**config.mk**
```make
export PLATFORM = sky130hd
export DESIGN_NAME = display_command_framer_unit_flat
export DESIGN_NICKNAME = d
export VERILOG_FILES = /design/src/rtl/core/dcf_pkg.sv /design/src/rtl/core/dcf_in_if.sv /design/src/rtl/core/dcf_out_if.sv /design/src/rtl/core/display_command_framer_unit.sv /design/src/rtl/core/dcf_front.sv /design/src/rtl/core/dcf_queue.sv /design/src/rtl/core/dcf_back.sv /design/src/flat_wrapper.sv
export SDC_FILE = /design/constraint.sdc
export NUM_CORES = 1
export LEC_CHECK = 0
export ABC_AREA = 1
export BUFFER_PORTS_ARGS = -buffer_cell sky130_fd_sc_hd__buf_4
export CAP_MARGIN = 40
export CORE_MARGIN = 5
export CORE_UTILIZATION = 40
export CTS_CLUSTER_DIAMETER = 80
export DETAILED_ROUTE_END_ITERATION = 10
export GPL_TIMING_DRIVEN = 0
export PLACE_DENSITY_LB_ADDON = 0.08
export SETUP_SLACK_MARGIN = 0.4
export SLEW_MARGIN = 20
export SYNTH_ARGS = -nofsm -noshare
export SYNTH_HDL_FRONTEND = slang
export SYNTH_SLANG_ARGS = --single-unit
```
**constraint.sdc**
```tcl
create_clock -name i_clk -period 7.1 [get_ports i_clk]
set_clock_uncertainty 0.05 [all_clocks]
set_input_delay 1.42 -clock i_clk [delete_from_list [all_inputs] [get_ports i_clk]]
set_output_delay 1.42 -clock i_clk [all_outputs]
set_load 0.03 [all_outputs]
```
**src/rtl/core/dcf_pkg.sv**
```systemverilog
// Package for the display command framer: request codes, command bytes,
// queue entry type. No dependencies.
`timescale 1ns / 1ps
`default_nettype none

package dcf_pkg;

    // request codes on the input channel
    localparam logic [2:0] REQ_CMD    = 3'd0;
    localparam logic [2:0] REQ_PARAM  = 3'd1;
    localparam logic [2:0] REQ_WINDOW = 3'd2;
    localparam logic [2:0] REQ_PIXEL  = 3'd3;
    localparam logic [2:0] REQ_END    = 3'd4;

    // configuration register indexes
    localparam logic CFG_COL_OFFSET = 1'b0;
    localparam logic CFG_ROW_OFFSET = 1'b1;

    localparam int OFFSET_W = 12;
    localparam int WORD_W   = 16;
    localparam int SUM_W    = WORD_W + 1;

    // controller command bytes
    localparam logic [7:0] CMD_CASET = 8'h2A;
    localparam logic [7:0] CMD_RASET = 8'h2B;
    localparam logic [7:0] CMD_RAMWR = 8'h2C;
    localparam logic [7:0] PAD_BYTE  = 8'h00;

    // window pair indexes (each pair is pad then byte)
    localparam logic [3:0] WP_CASET  = 4'd0;
    localparam logic [3:0] WP_XS_HI  = 4'd1;
    localparam logic [3:0] WP_XS_LO  = 4'd2;
    localparam logic [3:0] WP_XE_HI  = 4'd3;
    localparam logic [3:0] WP_XE_LO  = 4'd4;
    localparam logic [3:0] WP_RASET  = 4'd5;
    localparam logic [3:0] WP_YS_HI  = 4'd6;
    localparam logic [3:0] WP_YS_LO  = 4'd7;
    localparam logic [3:0] WP_YE_HI  = 4'd8;
    localparam logic [3:0] WP_YE_LO  = 4'd9;
    localparam logic [3:0] WP_RAMWR  = 4'd10;

    localparam int         STEP_W    = 5;
    localparam logic [4:0] WIN_LAST  = 5'd21;

    typedef enum logic [1:0] {
        OP_PADDED,
        OP_PIXEL,
        OP_WINDOW,
        OP_RELEASE
    } t_op;

    // one classified transaction waiting for the back end
    typedef struct packed {
        t_op                op;
        logic               dc;
        logic               rel;
        logic [WORD_W-1:0]  wa;
        logic [WORD_W-1:0]  wb;
        logic [WORD_W-1:0]  wc;
        logic [WORD_W-1:0]  wd;
    } t_entry;

endpackage

`default_nettype wire

```
**src/rtl/core/dcf_in_if.sv**
```systemverilog
// Input channel of the display command framer: valid/ready plus request fields.
// Standalone, no package dependency.
`timescale 1ns / 1ps
`default_nettype none

interface dcf_in_if #(
    parameter int COORD_BITS = 12
);
    logic                  valid;
    logic                  ready;
    logic [2:0]            req_type;
    logic [7:0]            data_byte;
    logic                  final_param;
    logic [COORD_BITS-1:0] x_start;
    logic [COORD_BITS-1:0] y_start;
    logic [COORD_BITS-1:0] x_end;
    logic [COORD_BITS-1:0] y_end;
    logic [15:0]           pixel;

    modport source (
        output valid, req_type, data_byte, final_param,
               x_start, y_start, x_end, y_end, pixel,
        input  ready
    );
    modport sink (
        input  valid, req_type, data_byte, final_param,
               x_start, y_start, x_end, y_end, pixel,
        output ready
    );
endinterface

`default_nettype wire

```
**src/rtl/core/dcf_out_if.sv**
```systemverilog
// Output channel of the display command framer: valid/ready plus wire events.
// Standalone, no package dependency.
`timescale 1ns / 1ps
`default_nettype none

interface dcf_out_if;
    logic       valid;
    logic       ready;
    logic [7:0] wire_byte;
    logic       byte_valid;
    logic       dc_level;
    logic       select_release;
    logic       last;

    modport source (
        output valid, wire_byte, byte_valid, dc_level, select_release, last,
        input  ready
    );
    modport sink (
        input  valid, wire_byte, byte_valid, dc_level, select_release, last,
        output ready
    );
endinterface

`default_nettype wire

```
**src/rtl/core/display_command_framer_unit.sv**
```systemverilog
// Display command framer: LCD command, parameter, window and pixel framing
// with 16-bit padding. Depends on dcf_pkg, dcf_in_if, dcf_out_if,
// dcf_front, dcf_queue, dcf_back.
//
// One wire event leaves per cycle while ready is high, from a single output
// byte register that sets the rate. A pixel is sent high then low byte, a
// command or parameter pad then byte, a window as eleven pad/byte pairs, an
// end request as one select-only event; dropped requests send nothing.
// A two-entry queue lets new requests in while earlier ones are sent. The
// user must write offsets via the configuration port while idle; not enforced.
`timescale 1ns / 1ps
`default_nettype none

module display_command_framer_unit
    import dcf_pkg::*;
#(
    parameter int COORD_BITS = 12
) (
    input  wire logic                i_clk,
    input  wire logic                i_rst_n,
    dcf_in_if.sink                   i_in,
    dcf_out_if.source                o_out,
    input  wire logic                i_cfg_we,
    input  wire logic                i_cfg_idx,
    input  wire logic [OFFSET_W-1:0] i_cfg_data
);

    t_entry push_entry;
    t_entry head_entry;
    logic   push;
    logic   pop;
    logic   q_full;
    logic   q_empty;

    dcf_front #(
        .COORD_BITS (COORD_BITS)
    ) u_front (
        .i_clk      (i_clk),
        .i_rst_n    (i_rst_n),
        .i_in       (i_in),
        .i_cfg_we   (i_cfg_we),
        .i_cfg_idx  (i_cfg_idx),
        .i_cfg_data (i_cfg_data),
        .i_q_full   (q_full),
        .o_entry    (push_entry),
        .o_push     (push)
    );

    dcf_queue u_queue (
        .i_clk   (i_clk),
        .i_rst_n (i_rst_n),
        .i_push  (push),
        .i_entry (push_entry),
        .i_pop   (pop),
        .o_head  (head_entry),
        .o_full  (q_full),
        .o_empty (q_empty)
    );

    dcf_back u_back (
        .i_clk   (i_clk),
        .i_rst_n (i_rst_n),
        .i_head  (head_entry),
        .i_empty (q_empty),
        .o_pop   (pop),
        .o_out   (o_out)
    );

endmodule

`default_nettype wire

```
**src/rtl/core/dcf_front.sv**
```systemverilog
// Front end: accepts requests, tracks burst/command state, adds offsets and
// pushes classified entries. Depends on dcf_pkg and dcf_in_if.
`timescale 1ns / 1ps
`default_nettype none

module dcf_front
    import dcf_pkg::*;
#(
    parameter int COORD_BITS = 12
) (
    input  wire logic                i_clk,
    input  wire logic                i_rst_n,
    dcf_in_if.sink                   i_in,
    input  wire logic                i_cfg_we,
    input  wire logic                i_cfg_idx,
    input  wire logic [OFFSET_W-1:0] i_cfg_data,
    input  wire logic                i_q_full,
    output t_entry                   o_entry,
    output logic                     o_push
);

    logic                r_burst_open, n_burst_open;
    logic                r_cmd_open,   n_cmd_open;
    logic [OFFSET_W-1:0] r_col_off;
    logic [OFFSET_W-1:0] r_row_off;
    logic                accept;
    logic [SUM_W-1:0]    xs_sum, xe_sum, ys_sum, ye_sum;

    assign i_in.ready = !i_q_full;
    assign accept     = i_in.valid && i_in.ready;

    // wrap to 16 bits
    assign xs_sum = SUM_W'(i_in.x_start[COORD_BITS-1:0]) + SUM_W'(r_col_off);
    assign xe_sum = SUM_W'(i_in.x_end[COORD_BITS-1:0])   + SUM_W'(r_col_off);
    assign ys_sum = SUM_W'(i_in.y_start[COORD_BITS-1:0]) + SUM_W'(r_row_off);
    assign ye_sum = SUM_W'(i_in.y_end[COORD_BITS-1:0])   + SUM_W'(r_row_off);

    always_comb begin
        n_burst_open = r_burst_open;
        n_cmd_open   = r_cmd_open;
        o_push       = 1'b0;
        o_entry.op   = OP_PADDED;
        o_entry.dc   = 1'b0;
        o_entry.rel  = i_in.final_param;
        o_entry.wa   = {PAD_BYTE, i_in.data_byte};
        o_entry.wb   = xe_sum[WORD_W-1:0];
        o_entry.wc   = ys_sum[WORD_W-1:0];
        o_entry.wd   = ye_sum[WORD_W-1:0];
        unique case (i_in.req_type)
            REQ_CMD: begin
                o_push       = accept;
                n_burst_open = 1'b0;
                n_cmd_open   = !i_in.final_param;
            end
            REQ_PARAM: begin
                o_entry.dc = 1'b1;
                if (r_cmd_open) begin
                    o_push     = accept;
                    n_cmd_open = !i_in.final_param;
                end
            end
            REQ_WINDOW: begin
                o_entry.op   = OP_WINDOW;
                o_entry.wa   = xs_sum[WORD_W-1:0];
                o_push       = accept;
                n_burst_open = 1'b1;
                n_cmd_open   = 1'b0;
            end
            REQ_PIXEL: begin
                o_entry.op = OP_PIXEL;
                o_entry.dc = 1'b1;
                o_entry.wa = i_in.pixel;
                o_push     = accept && r_burst_open;
            end
            REQ_END: begin
                o_entry.op   = OP_RELEASE;
                o_entry.dc   = 1'b1;
                o_entry.rel  = 1'b1;
                o_push       = accept;
                n_burst_open = 1'b0;
                n_cmd_open   = 1'b0;
            end
            default: begin
                // unused codes: drop
            end
        endcase
    end

    always_ff @(posedge i_clk) begin
        if (!i_rst_n) begin
            r_burst_open <= 1'b0;
            r_cmd_open   <= 1'b0;
            r_col_off    <= '0;
            r_row_off    <= '0;
        end else begin
            if (accept) begin
                r_burst_open <= n_burst_open;
                r_cmd_open   <= n_cmd_open;
            end
            if (i_cfg_we) begin
                unique case (i_cfg_idx)
                    CFG_COL_OFFSET: r_col_off <= i_cfg_data;
                    CFG_ROW_OFFSET: r_row_off <= i_cfg_data;
                    default:        r_col_off <= r_col_off;
                endcase
            end
        end
    end

endmodule

`default_nettype wire

```
**src/rtl/core/dcf_queue.sv**
```systemverilog
// Two-entry queue between front and back end of the framer.
// Depends on dcf_pkg.
`timescale 1ns / 1ps
`default_nettype none

module dcf_queue
    import dcf_pkg::*;
(
    input  wire logic   i_clk,
    input  wire logic   i_rst_n,
    input  wire logic   i_push,
    input  wire t_entry i_entry,
    input  wire logic   i_pop,
    output t_entry      o_head,
    output logic        o_full,
    output logic        o_empty
);

    t_entry     r_mem [2];
    logic       r_wr_ptr;
    logic       r_rd_ptr;
    logic [1:0] r_count;

    assign o_full  = (r_count == 2'd2);
    assign o_empty = (r_count == 2'd0);
    assign o_head  = r_mem[r_rd_ptr];

    always_ff @(posedge i_clk) begin
        if (i_push) begin
            r_mem[r_wr_ptr] <= i_entry;
        end
    end

    always_ff @(posedge i_clk) begin
        if (!i_rst_n) begin
            r_wr_ptr <= 1'b0;
            r_rd_ptr <= 1'b0;
            r_count  <= 2'd0;
        end else begin
            if (i_push) r_wr_ptr <= !r_wr_ptr;
            if (i_pop)  r_rd_ptr <= !r_rd_ptr;
            r_count <= r_count + 2'(i_push) - 2'(i_pop);
        end
    end

endmodule

`default_nettype wire

```
**src/rtl/core/dcf_back.sv**
```systemverilog
// Back end: walks each queued entry byte by byte into the output register.
// Depends on dcf_pkg and dcf_out_if.
`timescale 1ns / 1ps
`default_nettype none

module dcf_back
    import dcf_pkg::*;
(
    input  wire logic   i_clk,
    input  wire logic   i_rst_n,
    input  wire t_entry i_head,
    input  wire logic   i_empty,
    output logic        o_pop,
    dcf_out_if.source   o_out
);

    logic              r_valid;
    logic [7:0]        r_byte;
    logic              r_bv;
    logic              r_dc;
    logic              r_rel;
    logic              r_last;
    logic [STEP_W-1:0] r_step;

    logic              advance;
    logic              produce;
    logic [7:0]        n_byte;
    logic              n_bv, n_dc, n_rel, n_last;
    logic [3:0]        pair;
    logic [7:0]        win_byte;
    logic              win_dc;

    assign advance = !r_valid || o_out.ready;
    assign produce = advance && !i_empty;
    assign o_pop   = produce && n_last;
    assign pair    = r_step[STEP_W-1:1];

    // window sequence: byte of each pair and its data/command level
    always_comb begin
        win_dc = 1'b1;
        unique case (pair)
            WP_CASET: begin win_byte = CMD_CASET; win_dc = 1'b0; end
            WP_XS_HI: win_byte = i_head.wa[15:8];
            WP_XS_LO: win_byte = i_head.wa[7:0];
            WP_XE_HI: win_byte = i_head.wb[15:8];
            WP_XE_LO: win_byte = i_head.wb[7:0];
            WP_RASET: begin win_byte = CMD_RASET; win_dc = 1'b0; end
            WP_YS_HI: win_byte = i_head.wc[15:8];
            WP_YS_LO: win_byte = i_head.wc[7:0];
            WP_YE_HI: win_byte = i_head.wd[15:8];
            WP_YE_LO: win_byte = i_head.wd[7:0];
            WP_RAMWR: begin win_byte = CMD_RAMWR; win_dc = 1'b0; end
            default:  win_byte = PAD_BYTE;
        endcase
    end

    always_comb begin
        n_byte = PAD_BYTE;
        n_bv   = 1'b1;
        n_dc   = i_head.dc;
        n_rel  = 1'b0;
        n_last = 1'b0;
        unique case (i_head.op)
            OP_PADDED: begin
                if (r_step[0]) begin
                    n_byte = i_head.wa[7:0];
                    n_rel  = i_head.rel;
                    n_last = 1'b1;
                end
            end
            OP_PIXEL: begin
                n_byte = r_step[0] ? i_head.wa[7:0] : i_head.wa[15:8];
                n_last = r_step[0];
            end
            OP_WINDOW: begin
                n_dc = win_dc;
                if (r_step[0]) begin
                    n_byte = win_byte;
                    n_rel  = (pair == WP_XE_LO) || (pair == WP_YE_LO) ||
                             (pair == WP_RAMWR);
                end
                n_last = (r_step == WIN_LAST);
            end
            OP_RELEASE: begin
                n_bv   = 1'b0;
                n_dc   = 1'b1;
                n_rel  = 1'b1;
                n_last = 1'b1;
            end
            default: n_bv = 1'b1;
        endcase
    end

    always_ff @(posedge i_clk) begin
        if (!i_rst_n) begin
            r_valid <= 1'b0;
            r_step  <= '0;
        end else if (advance) begin
            r_valid <= !i_empty;
            if (produce) begin
                r_step <= n_last ? '0 : r_step + 1'b1;
            end
        end
    end

    always_ff @(posedge i_clk) begin
        if (produce) begin
            r_byte <= n_byte;
            r_bv   <= n_bv;
            r_dc   <= n_dc;
            r_rel  <= n_rel;
            r_last <= n_last;
        end
    end

    assign o_out.valid          = r_valid;
    assign o_out.wire_byte      = r_byte;
    assign o_out.byte_valid     = r_bv;
    assign o_out.dc_level       = r_dc;
    assign o_out.select_release = r_rel;
    assign o_out.last           = r_last;

`ifndef ASSERT_OFF
    a_step_range: assert property (@(posedge i_clk) disable iff (!i_rst_n)
        r_step <= WIN_LAST)
        else $error("byte step counter beyond window length");

    a_select_only: assert property (@(posedge i_clk) disable iff (!i_rst_n)
        (r_valid && !r_bv) |-> (r_rel && r_last && r_dc && r_byte == PAD_BYTE))
        else $error("select-only event without release and last");

    a_pop_resets_step: assert property (@(posedge i_clk) disable iff (!i_rst_n)
        o_pop |=> (r_step == '0) && r_valid && r_last)
        else $error("entry retired without its last byte");

    a_pad_before_byte: assert property (@(posedge i_clk) disable iff (!i_rst_n)
        (produce && !r_step[0] && i_head.op != OP_PIXEL && i_head.op != OP_RELEASE)
        |=> (r_byte == PAD_BYTE) && !r_rel)
        else $error("padding byte missing");
`endif

endmodule

`default_nettype wire
```
**src/flat_wrapper.sv**
```systemverilog
// flat-port wrapper written by rule: the top's interface ports become plain ports
module display_command_framer_unit_flat import dcf_pkg::*;
#(
    parameter int COORD_BITS = 12
)
  (i_clk, i_rst_n, i_cfg_we, i_cfg_idx, i_cfg_data, i_in_valid, i_in_req_type, i_in_data_byte, i_in_final_param, i_in_x_start, i_in_y_start, i_in_x_end, i_in_y_end, i_in_pixel, i_in_ready, o_out_valid, o_out_wire_byte, o_out_byte_valid, o_out_dc_level, o_out_select_release, o_out_last, o_out_ready);
  dcf_in_if #(.COORD_BITS(COORD_BITS)) i_in_i ();
  dcf_out_if o_out_i ();
  input  wire logic i_clk;
  input  wire logic i_rst_n;
  input  wire logic i_cfg_we;
  input  wire logic i_cfg_idx;
  input  wire logic [OFFSET_W-1:0] i_cfg_data;
  input wire logic [$bits(i_in_i.valid)-1:0] i_in_valid;
  input wire logic [$bits(i_in_i.req_type)-1:0] i_in_req_type;
  input wire logic [$bits(i_in_i.data_byte)-1:0] i_in_data_byte;
  input wire logic [$bits(i_in_i.final_param)-1:0] i_in_final_param;
  input wire logic [$bits(i_in_i.x_start)-1:0] i_in_x_start;
  input wire logic [$bits(i_in_i.y_start)-1:0] i_in_y_start;
  input wire logic [$bits(i_in_i.x_end)-1:0] i_in_x_end;
  input wire logic [$bits(i_in_i.y_end)-1:0] i_in_y_end;
  input wire logic [$bits(i_in_i.pixel)-1:0] i_in_pixel;
  output wire logic [$bits(i_in_i.ready)-1:0] i_in_ready;
  output wire logic [$bits(o_out_i.valid)-1:0] o_out_valid;
  output wire logic [$bits(o_out_i.wire_byte)-1:0] o_out_wire_byte;
  output wire logic [$bits(o_out_i.byte_valid)-1:0] o_out_byte_valid;
  output wire logic [$bits(o_out_i.dc_level)-1:0] o_out_dc_level;
  output wire logic [$bits(o_out_i.select_release)-1:0] o_out_select_release;
  output wire logic [$bits(o_out_i.last)-1:0] o_out_last;
  input wire logic [$bits(o_out_i.ready)-1:0] o_out_ready;
  assign i_in_i.valid = i_in_valid;
  assign i_in_i.req_type = i_in_req_type;
  assign i_in_i.data_byte = i_in_data_byte;
  assign i_in_i.final_param = i_in_final_param;
  assign i_in_i.x_start = i_in_x_start;
  assign i_in_i.y_start = i_in_y_start;
  assign i_in_i.x_end = i_in_x_end;
  assign i_in_i.y_end = i_in_y_end;
  assign i_in_i.pixel = i_in_pixel;
  assign i_in_ready = i_in_i.ready;
  assign o_out_valid = o_out_i.valid;
  assign o_out_wire_byte = o_out_i.wire_byte;
  assign o_out_byte_valid = o_out_i.byte_valid;
  assign o_out_dc_level = o_out_i.dc_level;
  assign o_out_select_release = o_out_i.select_release;
  assign o_out_last = o_out_i.last;
  assign o_out_i.ready = o_out_ready;
  display_command_framer_unit #(.COORD_BITS(COORD_BITS)) u_core (.i_clk(i_clk), .i_rst_n(i_rst_n), .i_in(i_in_i), .o_out(o_out_i), .i_cfg_we(i_cfg_we), .i_cfg_idx(i_cfg_idx), .i_cfg_data(i_cfg_data));
endmodule
```
## Yosys cells after proc, flatten, opt, wreduce, memory -nomap -nowiden

Memory sizes are Yosys's and may differ from the RTL's. A register that Yosys moved wholly into a read port is not among the register bits.
Cells that the tools add are included.
W data, S select, Z words.

| word-level totals | value |
|---|---|
| register bits after elaboration | 48 |
| bits in writable memories | 118 |
| bits of input ports | 94 |
| output and inout port bits | 14 |
| logic and storage cells | 98 |
| memories | 1 |

Memories:

| name | words | bits a word | rd ports | clocked after memory_dff | wr ports | RTL line | source |
|---|---|---|---|---|---|---|---|
| u_core.u_queue.r_mem | 2 | 59 | 1 | 1 | 1 | dcf_queue.sv:19 | `t_entry r_mem [2];` |

| operators by class | value |
|---|---|
| add/sub/neg operators | 7 |
| equality and inequality tests | 19 |
| mux-type cells | 27 |
| bitwise operators | 1 |
| reductions and logical operators | 29 |

Operator list:

| operator | count |
|---|---|
| $pmux W8 S11 | 1 |
| $add A12 B12 Y13 | 4 |
| $pmux W16 S2 | 1 |
| $mux W8 | 3 |
| $pmux W8 S3 | 1 |
| $eq A4 B3 Y1 const B | 4 |
| $mux W1 | 13 |
| $eq A4 B4 Y1 const B | 3 |
| $reduce_and A2 Y1 | 5 |
| $pmux W1 S3 | 3 |
| $reduce_or A3 Y1 | 3 |
| $eq A4 B2 Y1 const B | 2 |
| $eq A2 B2 Y1 const B | 3 |
| $eq A3 B2 Y1 const B | 2 |
| $logic_not A1 Y1 | 6 |
| $pmux W2 S3 | 1 |
| $add A5 B1 Y5 const B | 1 |
| $eq A5 B5 Y1 const B | 1 |
| $mux W5 | 1 |
| $eq A4 B1 Y1 const B | 1 |
| $logic_and A1 B1 Y1 | 4 |
| $logic_not A2 Y1 | 2 |
| $logic_not A4 Y1 | 1 |
| $pmux W1 S2 | 2 |
| 12 further kinds | 15 |

## Logic depth before layout (Yosys ltp)

Gate-level depths: netlist of the first run.

| depth | value |
|---|---|
| depth after elaboration | 7 |
| gate-level depth with buffers | 14 |
| mapped depth without buffers | 14 |

## By module

A second synthesis of the first run with hierarchy kept.

| unflattened totals | value |
|---|---|
| cell total of the unflattened synthesis | 1098 |
| area, all modules | 10438.8 um2 |

Modules (own cells, without submodules):

| module | times used | cells an instance | area an instance (um2) | seq. area each (um2) |
|---|---|---|---|---|
| dcf_queue | 1 | 245 | 5222.5 | 4184.0 |
| dcf_front | 1 | 597 | 3597.2 | 520.5 |
| dcf_back | 1 | 256 | 1619.1 | 480.5 |

## Worst setup path after synthesis of the first run

OpenSTA, ideal clock, no wires.

| timing | value |
|---|---|
| path type | input-to-reg |
| start point | input i_in_req_type[2] |
| end point | memory u_core.u_queue.r_mem[1][0] (netlist bit) (enable) |
| arrival | 4.458 ns |
| required time | 6.573 ns |
| path slack | 2.114 ns |
| stages | 7 |
| path buffers | 0 |
| cell sequence | inv_1 nand3_2 inv_1 nand2_1 nand3_1 nand2_1 nor2_1 |

| between the ends | value |
|---|---|
| longest elaborated chain between the ends | 5 |
| elaborated cells on any way between the ends | 9 |
| those cells by class | eq/ne (4); mux (3); reduce/logical (2) |

RTL lines:

| element | RTL line | source |
|---|---|---|
| from (decl) | flat_wrapper.sv:15 | `input wire logic [$bits(i_in_i.req_type)-1:0] i_in_req_type;` |
| $eq A3 B3 Y1, or another cell as far along | dcf_front.sv:49 | `unique case (i_in.req_type)` |
| $reduce_or A3 Y1 (no line) | -- |  |
| $pmux W1 S3 * | dcf_front.sv:49 |  |
| $mux W1 * | dcf_queue.sv:29 | `if (i_push) begin` |
| $mux W1 (not written as such) * | dcf_queue.sv:30 | `r_mem[r_wr_ptr] <= i_entry;` |
| to (decl) | dcf_queue.sv:19 |  |

Mark *: on every way between the ends. The rest lies on a longest branch, timed or not.

## Worst setup path in the final report of the first run

| timing | value |
|---|---|
| start point | input o_out_ready |
| end point | register u_core.u_queue.r_count[1] |

| between the ends | value |
|---|---|
| longest elaborated chain between the ends | 4 |

RTL lines:

| element | RTL line | source |
|---|---|---|
| from (decl) | flat_wrapper.sv:30 | `input wire logic [$bits(o_out_i.ready)-1:0] o_out_ready;` |
| $logic_or A1 B1 Y1 | dcf_back.sv:33 | `assign advance = !r_valid \|\| o_out.ready;` |
| $logic_and A1 B1 Y1 | dcf_back.sv:34 | `assign produce = advance && !i_empty;` |
| via u_core.u_back.produce | dcf_back.sv:26 | `logic produce;` |
| $logic_and A1 B1 Y1 | dcf_back.sv:35 | `assign o_pop = produce && n_last;` |
| via u_core.pop | display_command_framer_unit.sv:31 | `logic pop;` |
| $sub A2 B1 Y2 | dcf_queue.sv:42 | `r_count <= r_count + 2'(i_push) - 2'(i_pop);` |
| to (signal assigned) | dcf_queue.sv:42 |  |
| to (decl) | dcf_queue.sv:22 | `logic [1:0] r_count;` |

The timed path passes the listed nets, and every way through them passes these cells.
A chain may end at the register's enable or synchronous reset.

==> results of run 1 <==
-- sequential cells by signal (all words and copies together) (netlist names), 2 cells and up, named ones only --
name / cells
u_core.u_back.o_out.wire_byte: 8
u_core.u_front.r_row_off: 12
u_core.u_queue.r_count: 2
u_core.u_back.r_step: 5
u_core.u_front.r_col_off: 12
u_core.u_queue.r_mem: 118
-- cell usage after synthesis, drive strengths merged --
master	number	share of area
and2	2	0.0013
mux2i	1	0.0011
xor2	21	0.020
nand3b	3	0.0024
clkinv	1	0.00040
fa	4	0.0085
o31ai	1	0.00080
edfxtp	130	0.42
o21bai	3	0.0024
o311ai	1	0.00093
o211ai	3	0.0024
o21ai	64	0.034
nand3	63	0.035
o21a	1	0.00080
inv	87	0.035
dfxtp	37	0.079
or2	2	0.0013
a31oi	7	0.0047
a22o	1	0.00093
buf	13	0.0095
nor2	141	0.058
a21o	4	0.0032
nand2	379	0.15
a21oi	58	0.031
a32oi	2	0.0019
clkbuf	10	0.0040
nand4	13	0.0087
nor3	9	0.0053
xnor2	11	0.010
ha	52	0.069
-- cell usage in the layout, fill, tap and decap left out, drive strengths merged --
master and instances:
nand2 379, nor2 141, edfxtp 130, buf 123, inv 100, o21ai 64
nand3 63, a21oi 58, ha 52, dfxtp 37, clkbuf 28, xor2 21
nand4 13, xnor2 11, nor3 9, a31oi 7, a21o 4, fa 4
o211ai 3, o21bai 3, nand3b 3, a32oi 2, and2 2, or2 2
clkinv 2, mux2i 1, o31ai 1, o21a 1, a22o 1, o311ai 1
-- per-layer routing --
metal / track usage / vias up / part of all wire
li1: - / 4012 / -
met1: 0.279 / 3551 / 0.49
met2: 0.312 / 191 / 0.45
met3: 0.0368 / 31 / 0.046
met4: 0.0591 / 0 / 0.019
met5: 0 / - / 0
-- kinds of logic after synthesis --
family | Yosys count
buffers and inverters | 111
XOR/XNOR | 32
AO/OA/AOI/OAI | 145
adder cells (fa/ha/maj) | 56
AND/OR/NAND/NOR | 612
multiplexers | 1
flip-flops | 167
-- power breakdown --
group	switching, W	internal, W
logic	0.000625	0.000299
clock network	0.000414	0.000484
registers	0.0000415	0.00119
-- per-stage QoR --
stage / setup slack (ns) / util
after floorplan: 2.11 / -
after global placement: 0.269 / 0.455
final: 3.89 / 0.484
after CTS: 3.90 / 0.484
after detailed placement: 3.47 / 0.459
after global routing: 3.67 / 0.484
-- critical path, stage by stage --
cell     delay (ns)
buf_4          0.11
nor2_1         0.09
inv_1          0.06
o21ai_0        0.27
inv_2          0.33
nand3_2        0.24
inv_1          0.09
ha_1           0.29
inv_1          0.05
ha_1           0.14
xor2_1         0.18
o21ai_0        0.10
a21oi_1        0.15
-- path summary, 6_finish.rpt --
check	start	endpoint	slack [ns]	depth (start not counted)
worst min-delay path	u_core.u_queue.r_count[1]	u_core.u_queue.r_count[1]	0.43	1
worst min register to register	u_core.u_queue.r_count[1]	u_core.u_queue.r_count[1]	0.43	1
worst max-delay path	o_out_ready	u_core.u_queue.r_count[1]	3.89	13
worst max register to register	u_core.u_queue.r_count[1]	u_core.u_queue.r_count[1]	4.50	10
-- final cells by class --
type	count	area [um^2]	area share
clock buffer	18	450	0.0400
tap	319	399	0.0355
sequential	167	4640	0.413
buffer	23	126	0.0112
clock inverter	14	120	0.0107
multi-input combinational	846	4300	0.382
inverter	88	330	0.0293
timing repair buffer	110	891	0.0791
==> key figures, run 1 <==
Outcome
  • Status: complete, no violations

Routing
  • Vias: 7785
  • DRC: 0
  • Drt initial violations: around 450
  • DR vias/cell: 4.91
  • Routed Antenna Nets: 0
  • Final WL: 25800 um
  • Drt pass-1 iters: 5
  • DR WL/cell: between 15 and 20 um

GRT
  • Initial antenna violation count: 0
  • First-pass GRT wire length: 40500 um
  • Total track usage: 0.198
  • Pin count of the biggest net entering global routing: 26
  • Number of global-route vias before repair: between 7000 and 8000
  • GRT overflow: 0

Critical path
  • Nature of the critical path startpoint: input pin
  • WP data arrival: ~3.5 ns
  • Crit Path Max Fanout: 19
  • Critical path class: input pin to register
  • Setup crit end kind: register
  • CP required: 7.41 ns

Clock tree
  • Htree depth: 4
  • TritonCTS clock tree: done
  • Clock tree buffer depth: 2
  • Resized cells post-CTS: 0
  • Sink Count: approximately 170
  • Hold_buf cts: 0
  • Root buf cell: clkbuf_16
  • Setup Buffers After CTS: 0
  • Clk_lat worst skew: roughly 0.43 ns
  • Clk slew on worst S/H paths: 0.07 ns
  • Clock buffer count from CTS: 17

Synth
  • Largest family of logic cells by synthesized area: simple AND/OR/NAND/NOR gates
  • Cell variety after synth: 40
  • Post-Syn Nets: between 1000 and 1500
  • Cells after Synth: between 1000 and 1500
  • Multiplexer share of the synthesized area: 0.00107
  • Xor/xnor share of the synthesized area: 0.0299
  • Mapped Avg Cell Area: about 8.3 um^2
  • Synth Area in Adders: 0.0779
  • Syn Std Cell Area: 0.00938 mm^2
  • Simple-gate share of the synthesized area: 0.264
  • Yosys reg bits: between 150 and 200
  • Post-synthesis sequential area ratio: 0.495
  • Post-synthesis compound-gate area fraction: 0.0831
  • Yosys warnings: 0

Die
  • Initial Utilization: 0.403
  • Core area: between 0.02 and 0.025 mm^2
  • Die area: between 0.02 and 0.03 mm^2
  • Die height: approximately 160 um
  • FP Rows: between 50 and 60
  • Die W: approximately 160 um
  • I/O Pins: about 110

Layout
  • Finished layout cell area: ~0.011 mm^2
  • Non-Filler Instances: between 1500 and 2000
  • Diode count: 0
  • Share of cells above drive strength 1: 0.137
  • Nets: approximately 1400
  • Area grow syn2layout: 20.0%
  • Fill cells: around 2300

Pwr
  • Pwr/cell area: 271 mW/mm^2
  • VDD IR max: 128 uV
  • Cell leakage power: between 5 and 6 nW
  • Total power: roughly 0.0031 W

Timing
  • Final hold vios: 0
  • Worst relative slew slack: 0.496
  • Setup_tns: 0 ns
  • Final setup vio count: 0
  • Hold WS: approximately 0.43 ns
  • Tmin final: approximately 3.2 ns
  • Fmax: 311 MHz
  • Max Transition Viols Final: 0
  • Tcrit/Tclk final: 0.452
  • Slew @ Worst Pin: approximately 0.75 ns
  • RSZ-0062 raised after global routing: false

Placement
  • Placed Cells: ~1600
  • GP Congestion: ~0.9
  • Port Buffers: ~110
  • Post-DP HPWL: ~21000 um
  • Area post-placement: 0.0107 mm^2

Min path
  • Hold WC Path Type: register to register

Run
  • Max Cap Violations: 0
Power figures use the tool's default switching activity.
==> run 2, diff against run 1 <==
Settings changed: ABC_AREA 1 to 0.
Clock period 7.1 ns to 2.9 ns, I/O delays scaled along.
==> run 2 against run 1 <==
Via count shrank 14%. Sequential share of layout area grew 1.0 points. Total power grew 130%. Sequential power grew 140%. Worst setup slack lost 3.4 ns. Synthesized area shrank 3.5%. Final cell count shrank 22%. Largest power group unchanged.
==> key figures, run 2 <==
Outcome
  • Status: complete, no violations

GRT
  • Global-route met1 utilization: 0.267
  • Initial antenna violation count: 0
  • Most crowded layer after global routing: met2
  • Met2 Usage GRT: 0.303
  • Met3 Use GR: 0.0375
  • GRT overflow: 0
  • First-pass GRT wire length: between 30000 and 40000 um
  • Number of global-route vias before repair: 6668
  • Pin count of the biggest net entering global routing: 26
  • Total track usage: 0.190

Layout
  • Area grow syn2layout: 21.4%
  • Most common cell after layout, fill and taps aside: edfxtp_1
  • Most frequent cells in the layout: edfxtp_1, buf_4, nand2_1
  • Top Registers: u_core.u_queue.r_mem (118), u_core.u_front.r_col_off (12), u_core.u_front.r_row_off (12)
  • Nets: about 1100
  • Diode count: 0
  • Fill cells: between 2000 and 2500
  • Most flops, register: u_core.u_queue.r_mem
  • Finished layout cell area: roughly 0.011 mm^2
  • Number of flip-flops in the largest register: about 120
  • Share of cells above drive strength 1: 0.213

Clock tree
  • Htree depth: 4
  • Clock buffer count from CTS: 17
  • TritonCTS clock tree: done
  • Root buf cell: clkbuf_16
  • Clock tree buffer depth: 2
  • Hold_buf cts: 0
  • Sink Count: about 170
  • Clk slew on worst S/H paths: around 0.070 ns
  • Clk_lat worst skew: 0.44 ns

Critical path
  • WP data arrival: 2.61 ns
  • Top Family by Delay on Critical Path: adder cells
  • Nature of the critical path startpoint: register
  • CP peak stage delay: between 0.4 and 0.5 ns
  • Critical path buffers and inverters: 1
  • R2R Setup Slk: ~0.47 ns
  • CP max-delay cell: fa_1
  • CP Depth: 9
  • CP required: 3.08 ns
  • Reg2Reg Depth: 9
  • Critical path class: register to register
  • Crit-path cells: ha_2 > inv_1 > fa_1 > nand2b_4 > a21oi_2 > o21ai_1 > a211oi_1 > nor4b_1 > nor3_2
  • Setup crit end kind: register
  • Crit Path Max Fanout: 3

Synth
  • Post-Syn Nets: a little under 1000
  • Ranking of synthesized cells by area: edfxtp_1, dfxtp_1, ha_1
  • Cells after Synth: just over 800
  • Ys flop type: edfxtp_1
  • Number of synthesized flops with an enable pin: 130
  • Mapped Avg Cell Area: approximately 11 um^2
  • Yosys reg bits: 167
  • Syn Std Cell Area: about 0.0091 mm^2
  • Asr flop ratio synth: 0
  • Commonest cells in the netlist: edfxtp_1, nand2_1, ha_1
  • Cell variety after synth: 70
  • Largest area contributor in the netlist: edfxtp_1
  • Post-synthesis sequential area ratio: 0.513
  • Most frequent cell after synthesis: edfxtp_1
  • Yosys top cell area share: 0.431
  • Yosys warnings: 0

Die
  • Die W: roughly 160 um
  • Die height: around 160 um
  • FP Rows: between 50 and 60
  • Die area: roughly 0.026 mm^2
  • I/O Pins: ~110
  • Initial Utilization: 0.404
  • Core area: roughly 0.022 mm^2

Timing
  • RSZ-0062 raised after global routing: false
  • Setup_tns: 0 ns
  • Final setup vio count: 0
  • Final hold vios: 0
  • Fmax: between 400 and 500 MHz
  • Tmin final: around 2.4 ns
  • Max Transition Viols Final: 0
  • Worst relative slew slack: 0.504
  • Slew @ Worst Pin: about 0.74 ns
  • Tcrit/Tclk final: 0.838

Routing
  • DR WL/cell: a little under 20 um
  • Vias: 6715
  • Drt initial violations: between 300 and 400
  • Routed Antenna Nets: 0
  • Final WL: between 20000 and 25000 um
  • DR vias/cell: 5.40
  • DRC: 0
  • Drt pass-1 iters: 5

Placement
  • Area post-placement: a little over 0.01 mm^2
  • Port Buffers: about 110
  • GP Congestion: around 0.9
  • Post-DP HPWL: between 15000 and 20000 um

Pwr
  • Cell leakage power: roughly 4.1 nW
  • Pwr/cell area: approximately 650 mW/mm^2
  • VDD IR max: around 350 uV

Min path
  • Hold Path Stages: 3
  • Hold WC Path Type: input pin to register

Run
  • Max Cap Violations: 0
-- run 2: through the flow --
stage	instances	utilization	power, W	hold slack, ns	setup WS (ns)
floorplan	815	-	0.00420	0.414	-0.177
global placement	1205	0.455	0.00485	0.433	-1.27
detailed placement	1209	0.459	0.00487	0.442	-0.0509
CTS	1242	0.487	0.00712	0.353	0.392
global route	1244	0.490	0.00745	0.370	0.383
finish	1244	0.490	0.00711	0.360	0.471
-- run 2: final cells by class --
cell class                 instances  area (um^2)  share of cell area
multi-input combinational        583         4200               0.382
buffer                            34          198              0.0180
clock buffer                      17          425              0.0387
sequential                       167         4650               0.423
clock inverter                    15          160              0.0146
inverter                          31          116              0.0106
tap                              285          357              0.0324
timing repair buffer             112          895              0.0813
-- run 2: cell families after synthesis --
family,Yosys count,synth area share
AOI/OAI and AO/OA,206,0.151
xor gates and xnor gates,42,0.0406
adders and majority gates,56,0.0807
buffers and inverters,65,0.0326
DFF,167,0.513
muxes,43,0.0526
and+or+nand+nor,236,0.130
-- run 2: worst paths after layout --
kind / startpoint / end
setup / recovery: u_core.u_front.r_col_off[0] / u_core.u_queue.r_mem[0][51]
hold / removal: i_cfg_data[0] / u_core.u_front.r_col_off[0]
setup reg to reg: u_core.u_front.r_col_off[0] / u_core.u_queue.r_mem[0][51]
hold reg to reg: u_core.u_front.r_row_off[0] / u_core.u_front.r_row_off[0]
-- run 2: report_power, final --
part | internal, W | switching [W] | total (W)
logic | 0.000788 | 0.00114 | 0.00193
clock network | 0.00122 | 0.00101 | 0.00223
registers | 0.00286 | 0.0000864 | 0.00295
-- run 2: worst reg2reg max path, delay by kind of cell (launching register included) --
family                     cells  cell delay [ns]
adders and majority gates      2             0.61
and+or+nand+nor                3             0.59
AOI/OAI and AO/OA              3             0.56
DFF                            1             0.37
buffers and inverters          1             0.05
-- run 2: what timing repair did --
item | in CTS | in global routing
pin swaps | 4 | 7
setup endpoints to repair | 11 | 32
resized for setup | 7 | 24
setup buffers | 1 | 1
-- run 2: metal layers --
| layer | vias up | share of wire |
|---|---|---|
| li1 | 3308 | - |
| met1 | 3225 | 0.46 |
| met2 | 160 | 0.48 |
| met3 | 22 | 0.050 |
| met4 | 0 | 0.013 |
| met5 | - | 0 |
==> run 3, diff against run 2 <==
Clock period 2.9 ns to 2.55 ns, I/O delays scaled along.
==> run 3 against run 2 <==
Sequential power grew 15%. Highest routed layer unchanged. Critical endpoint is now u_core.u_queue.r_mem[1][23]. First-iteration DRC count grew 3.1%. Worst setup slack lost 0.12 ns. Largest cell class is now multi-input gates. Non-clock buffer count grew 22. Wire length grew 2.1%. Global-route usage shrank 0.17 points. Combinational power grew 32%.
==> key figures, run 3 (synthesized netlist as in run 2, its figures left out) <==
GRT
  • Total track usage: 0.189
  • Pin count of the biggest net entering global routing: 27
  • Most crowded layer after global routing: met2
  • Number of global-route vias before repair: approximately 6700
  • Met3 Use GR: 0.0387
  • First-pass GRT wire length: roughly 37000 um
  • Met2 Usage GRT: 0.304
  • GRT overflow: 0
  • Initial antenna violation count: 0
  • Global-route met1 utilization: 0.256

Critical path
  • Critical path class: register to register
  • Setup crit end kind: register
  • CP required: 2.68 ns
  • Crit Path Max Fanout: 3
  • WP data arrival: around 2.3 ns
  • Nature of the critical path startpoint: register
  • Worst R2R End: u_core.u_queue.r_mem[1][23]
  • Crit path from: u_core.u_front.r_row_off[0]
  • CP endpoint: u_core.u_queue.r_mem[1][23]
  • RR Startpoint: u_core.u_front.r_row_off[0]
  • R2R Setup Slk: ~0.35 ns
  • Reg2Reg Depth: 10

Die
  • Die height: ~160 um
  • I/O Pins: between 100 and 150
  • Core area: 0.0224 mm^2
  • Initial Utilization: 0.404
  • Die area: 0.0258 mm^2
  • FP Rows: 55
  • Die W: 160 um

Routing
  • Routed Antenna Nets: 0
  • Final WL: about 25000 um
  • DR vias/cell: 5.33
  • Drt pass-1 iters: 5
  • DR WL/cell: between 15 and 20 um
  • Drt initial violations: 399
  • Vias: 6759
  • DRC: 0

Timing
  • Slew @ Worst Pin: around 0.77 ns
  • Tmin final: around 2.2 ns
  • Final hold vios: 0
  • Hold WS: 0.299 ns
  • Fmax: 455 MHz
  • Setup_tns: 0 ns
  • Max Transition Viols Final: 0
  • Tcrit/Tclk final: 0.862
  • RSZ-0062 raised after global routing: true
  • Final setup vio count: 0
  • Worst relative slew slack: 0.490

Layout
  • Most flops, register: u_core.u_queue.r_mem
  • Share of cells above drive strength 1: 0.310
  • Finished layout cell area: roughly 0.012 mm^2
  • Nets: approximately 1100
  • Number of flip-flops in the largest register: around 120
  • Most frequent cells in the layout: buf_4, edfxtp_1, nand2_1
  • Fill cells: between 2000 and 2500
  • Top Registers: u_core.u_queue.r_mem (118), u_core.u_front.r_col_off (12), u_core.u_front.r_row_off (12)
  • Diode count: 0
  • Most common cell after layout, fill and taps aside: buf_4
  • Non-Filler Instances: roughly 1300
  • Area grow syn2layout: 29.8%

Placement
  • Post-DP HPWL: about 19000 um
  • Placed Cells: roughly 1200
  • Area post-placement: 0.0104 mm^2
  • GP Congestion: between 0.8 and 0.9
  • Port Buffers: 105

Outcome
  • Status: complete, no violations

Pwr
  • Pwr/cell area: 720 mW/mm^2
  • VDD IR max: about 450 uV
  • Cell leakage power: roughly 4.4 nW

Min path
  • Hold WC Path Type: input pin to register

Run
  • Max Cap Violations: 0

Clock tree
  • Htree depth: 4
  • Clk slew on worst S/H paths: about 0.07 ns
  • Clock tree buffer depth: 2
  • TritonCTS clock tree: done
  • Root buf cell: clkbuf_16
  • Clock buffer count from CTS: 17
  • Sink Count: about 170
  • Hold_buf cts: 0
  • Clk_lat worst skew: approximately 0.43 ns
run 3: worst min-delay path by stage:
stage	start	end	slack, ns	depth (start not counted)
finish	i_cfg_data[1]	u_core.u_front.r_row_off[1]	0.30	3
global route	i_cfg_data[1]	u_core.u_front.r_row_off[1]	0.29	3
CTS	i_cfg_data[1]	u_core.u_front.r_col_off[1]	0.28	3
detailed placement	u_core.u_front.r_burst_open	u_core.u_front.r_burst_open	0.44	1
global placement	u_core.u_front.r_row_off[0]	u_core.u_front.r_row_off[0]	0.44	2
floorplan	u_core.u_front.r_row_off[2]	u_core.u_front.r_row_off[2]	0.41	2
run 3: layout make-up:
type / count / area [um^2] / share of cell area
Clock buffer: 20 / 479 / 0.0408
Inverter: 31 / 119 / 0.0101
Timing Repair Buffer: 134 / 1060 / 0.0905
Buffer: 34 / 278 / 0.0236
Sequential cell: 167 / 4670 / 0.397
Multi-Input combinational cell: 584 / 4690 / 0.399
Tap cell: 285 / 357 / 0.0303
Clock inverter: 12 / 104 / 0.00883
run 3: per-stage QoR:
step | power [W] | util | worst slack [ns]
6_report | 0.00846 | 0.524 | 0.352
5_1_grt | 0.00884 | 0.524 | 0.284
4_1_cts | 0.00833 | 0.505 | 0.370
3_5_place_dp | 0.00558 | 0.464 | -0.0108
3_3_place_gp | 0.00556 | 0.460 | -0.437
2_1_floorplan | 0.00482 | - | 0.258
run 3: per-layer routing:
metal | wire length (um) | up-vias
met1 | 11400 | 3211
met3 | 1150 | 29
met4 | 491 | 0
li1 | - | 3360
met5 | 0 | -
met2 | 11700 | 159
run 3: power breakdown:
part	switching [W]	internal, W
clock network	0.00113	0.00140
logic	0.00140	0.00114
registers	0.000124	0.00326
run 3: repair_timing:
item / CTS / global route
setup endpoints to repair: 72 / 108
cloned: 1 / 0
setup buffers: 13 / 12
resized for setup: 67 / 78
hold endpoints to repair: 0 / 0
pin swaps: 26 / 34
run 3: critical path, stage by stage (launching register included):
cell	delay [ns]
dfxtp_4	0.38
ha_4	0.14
inv_2	0.04
fa_2	0.39
nand2b_4	0.16
a21boi_4	0.14
o21ai_2	0.10
a21oi_2	0.20
nor3b_2	0.08
xnor2_1	0.13
buf_4	0.15
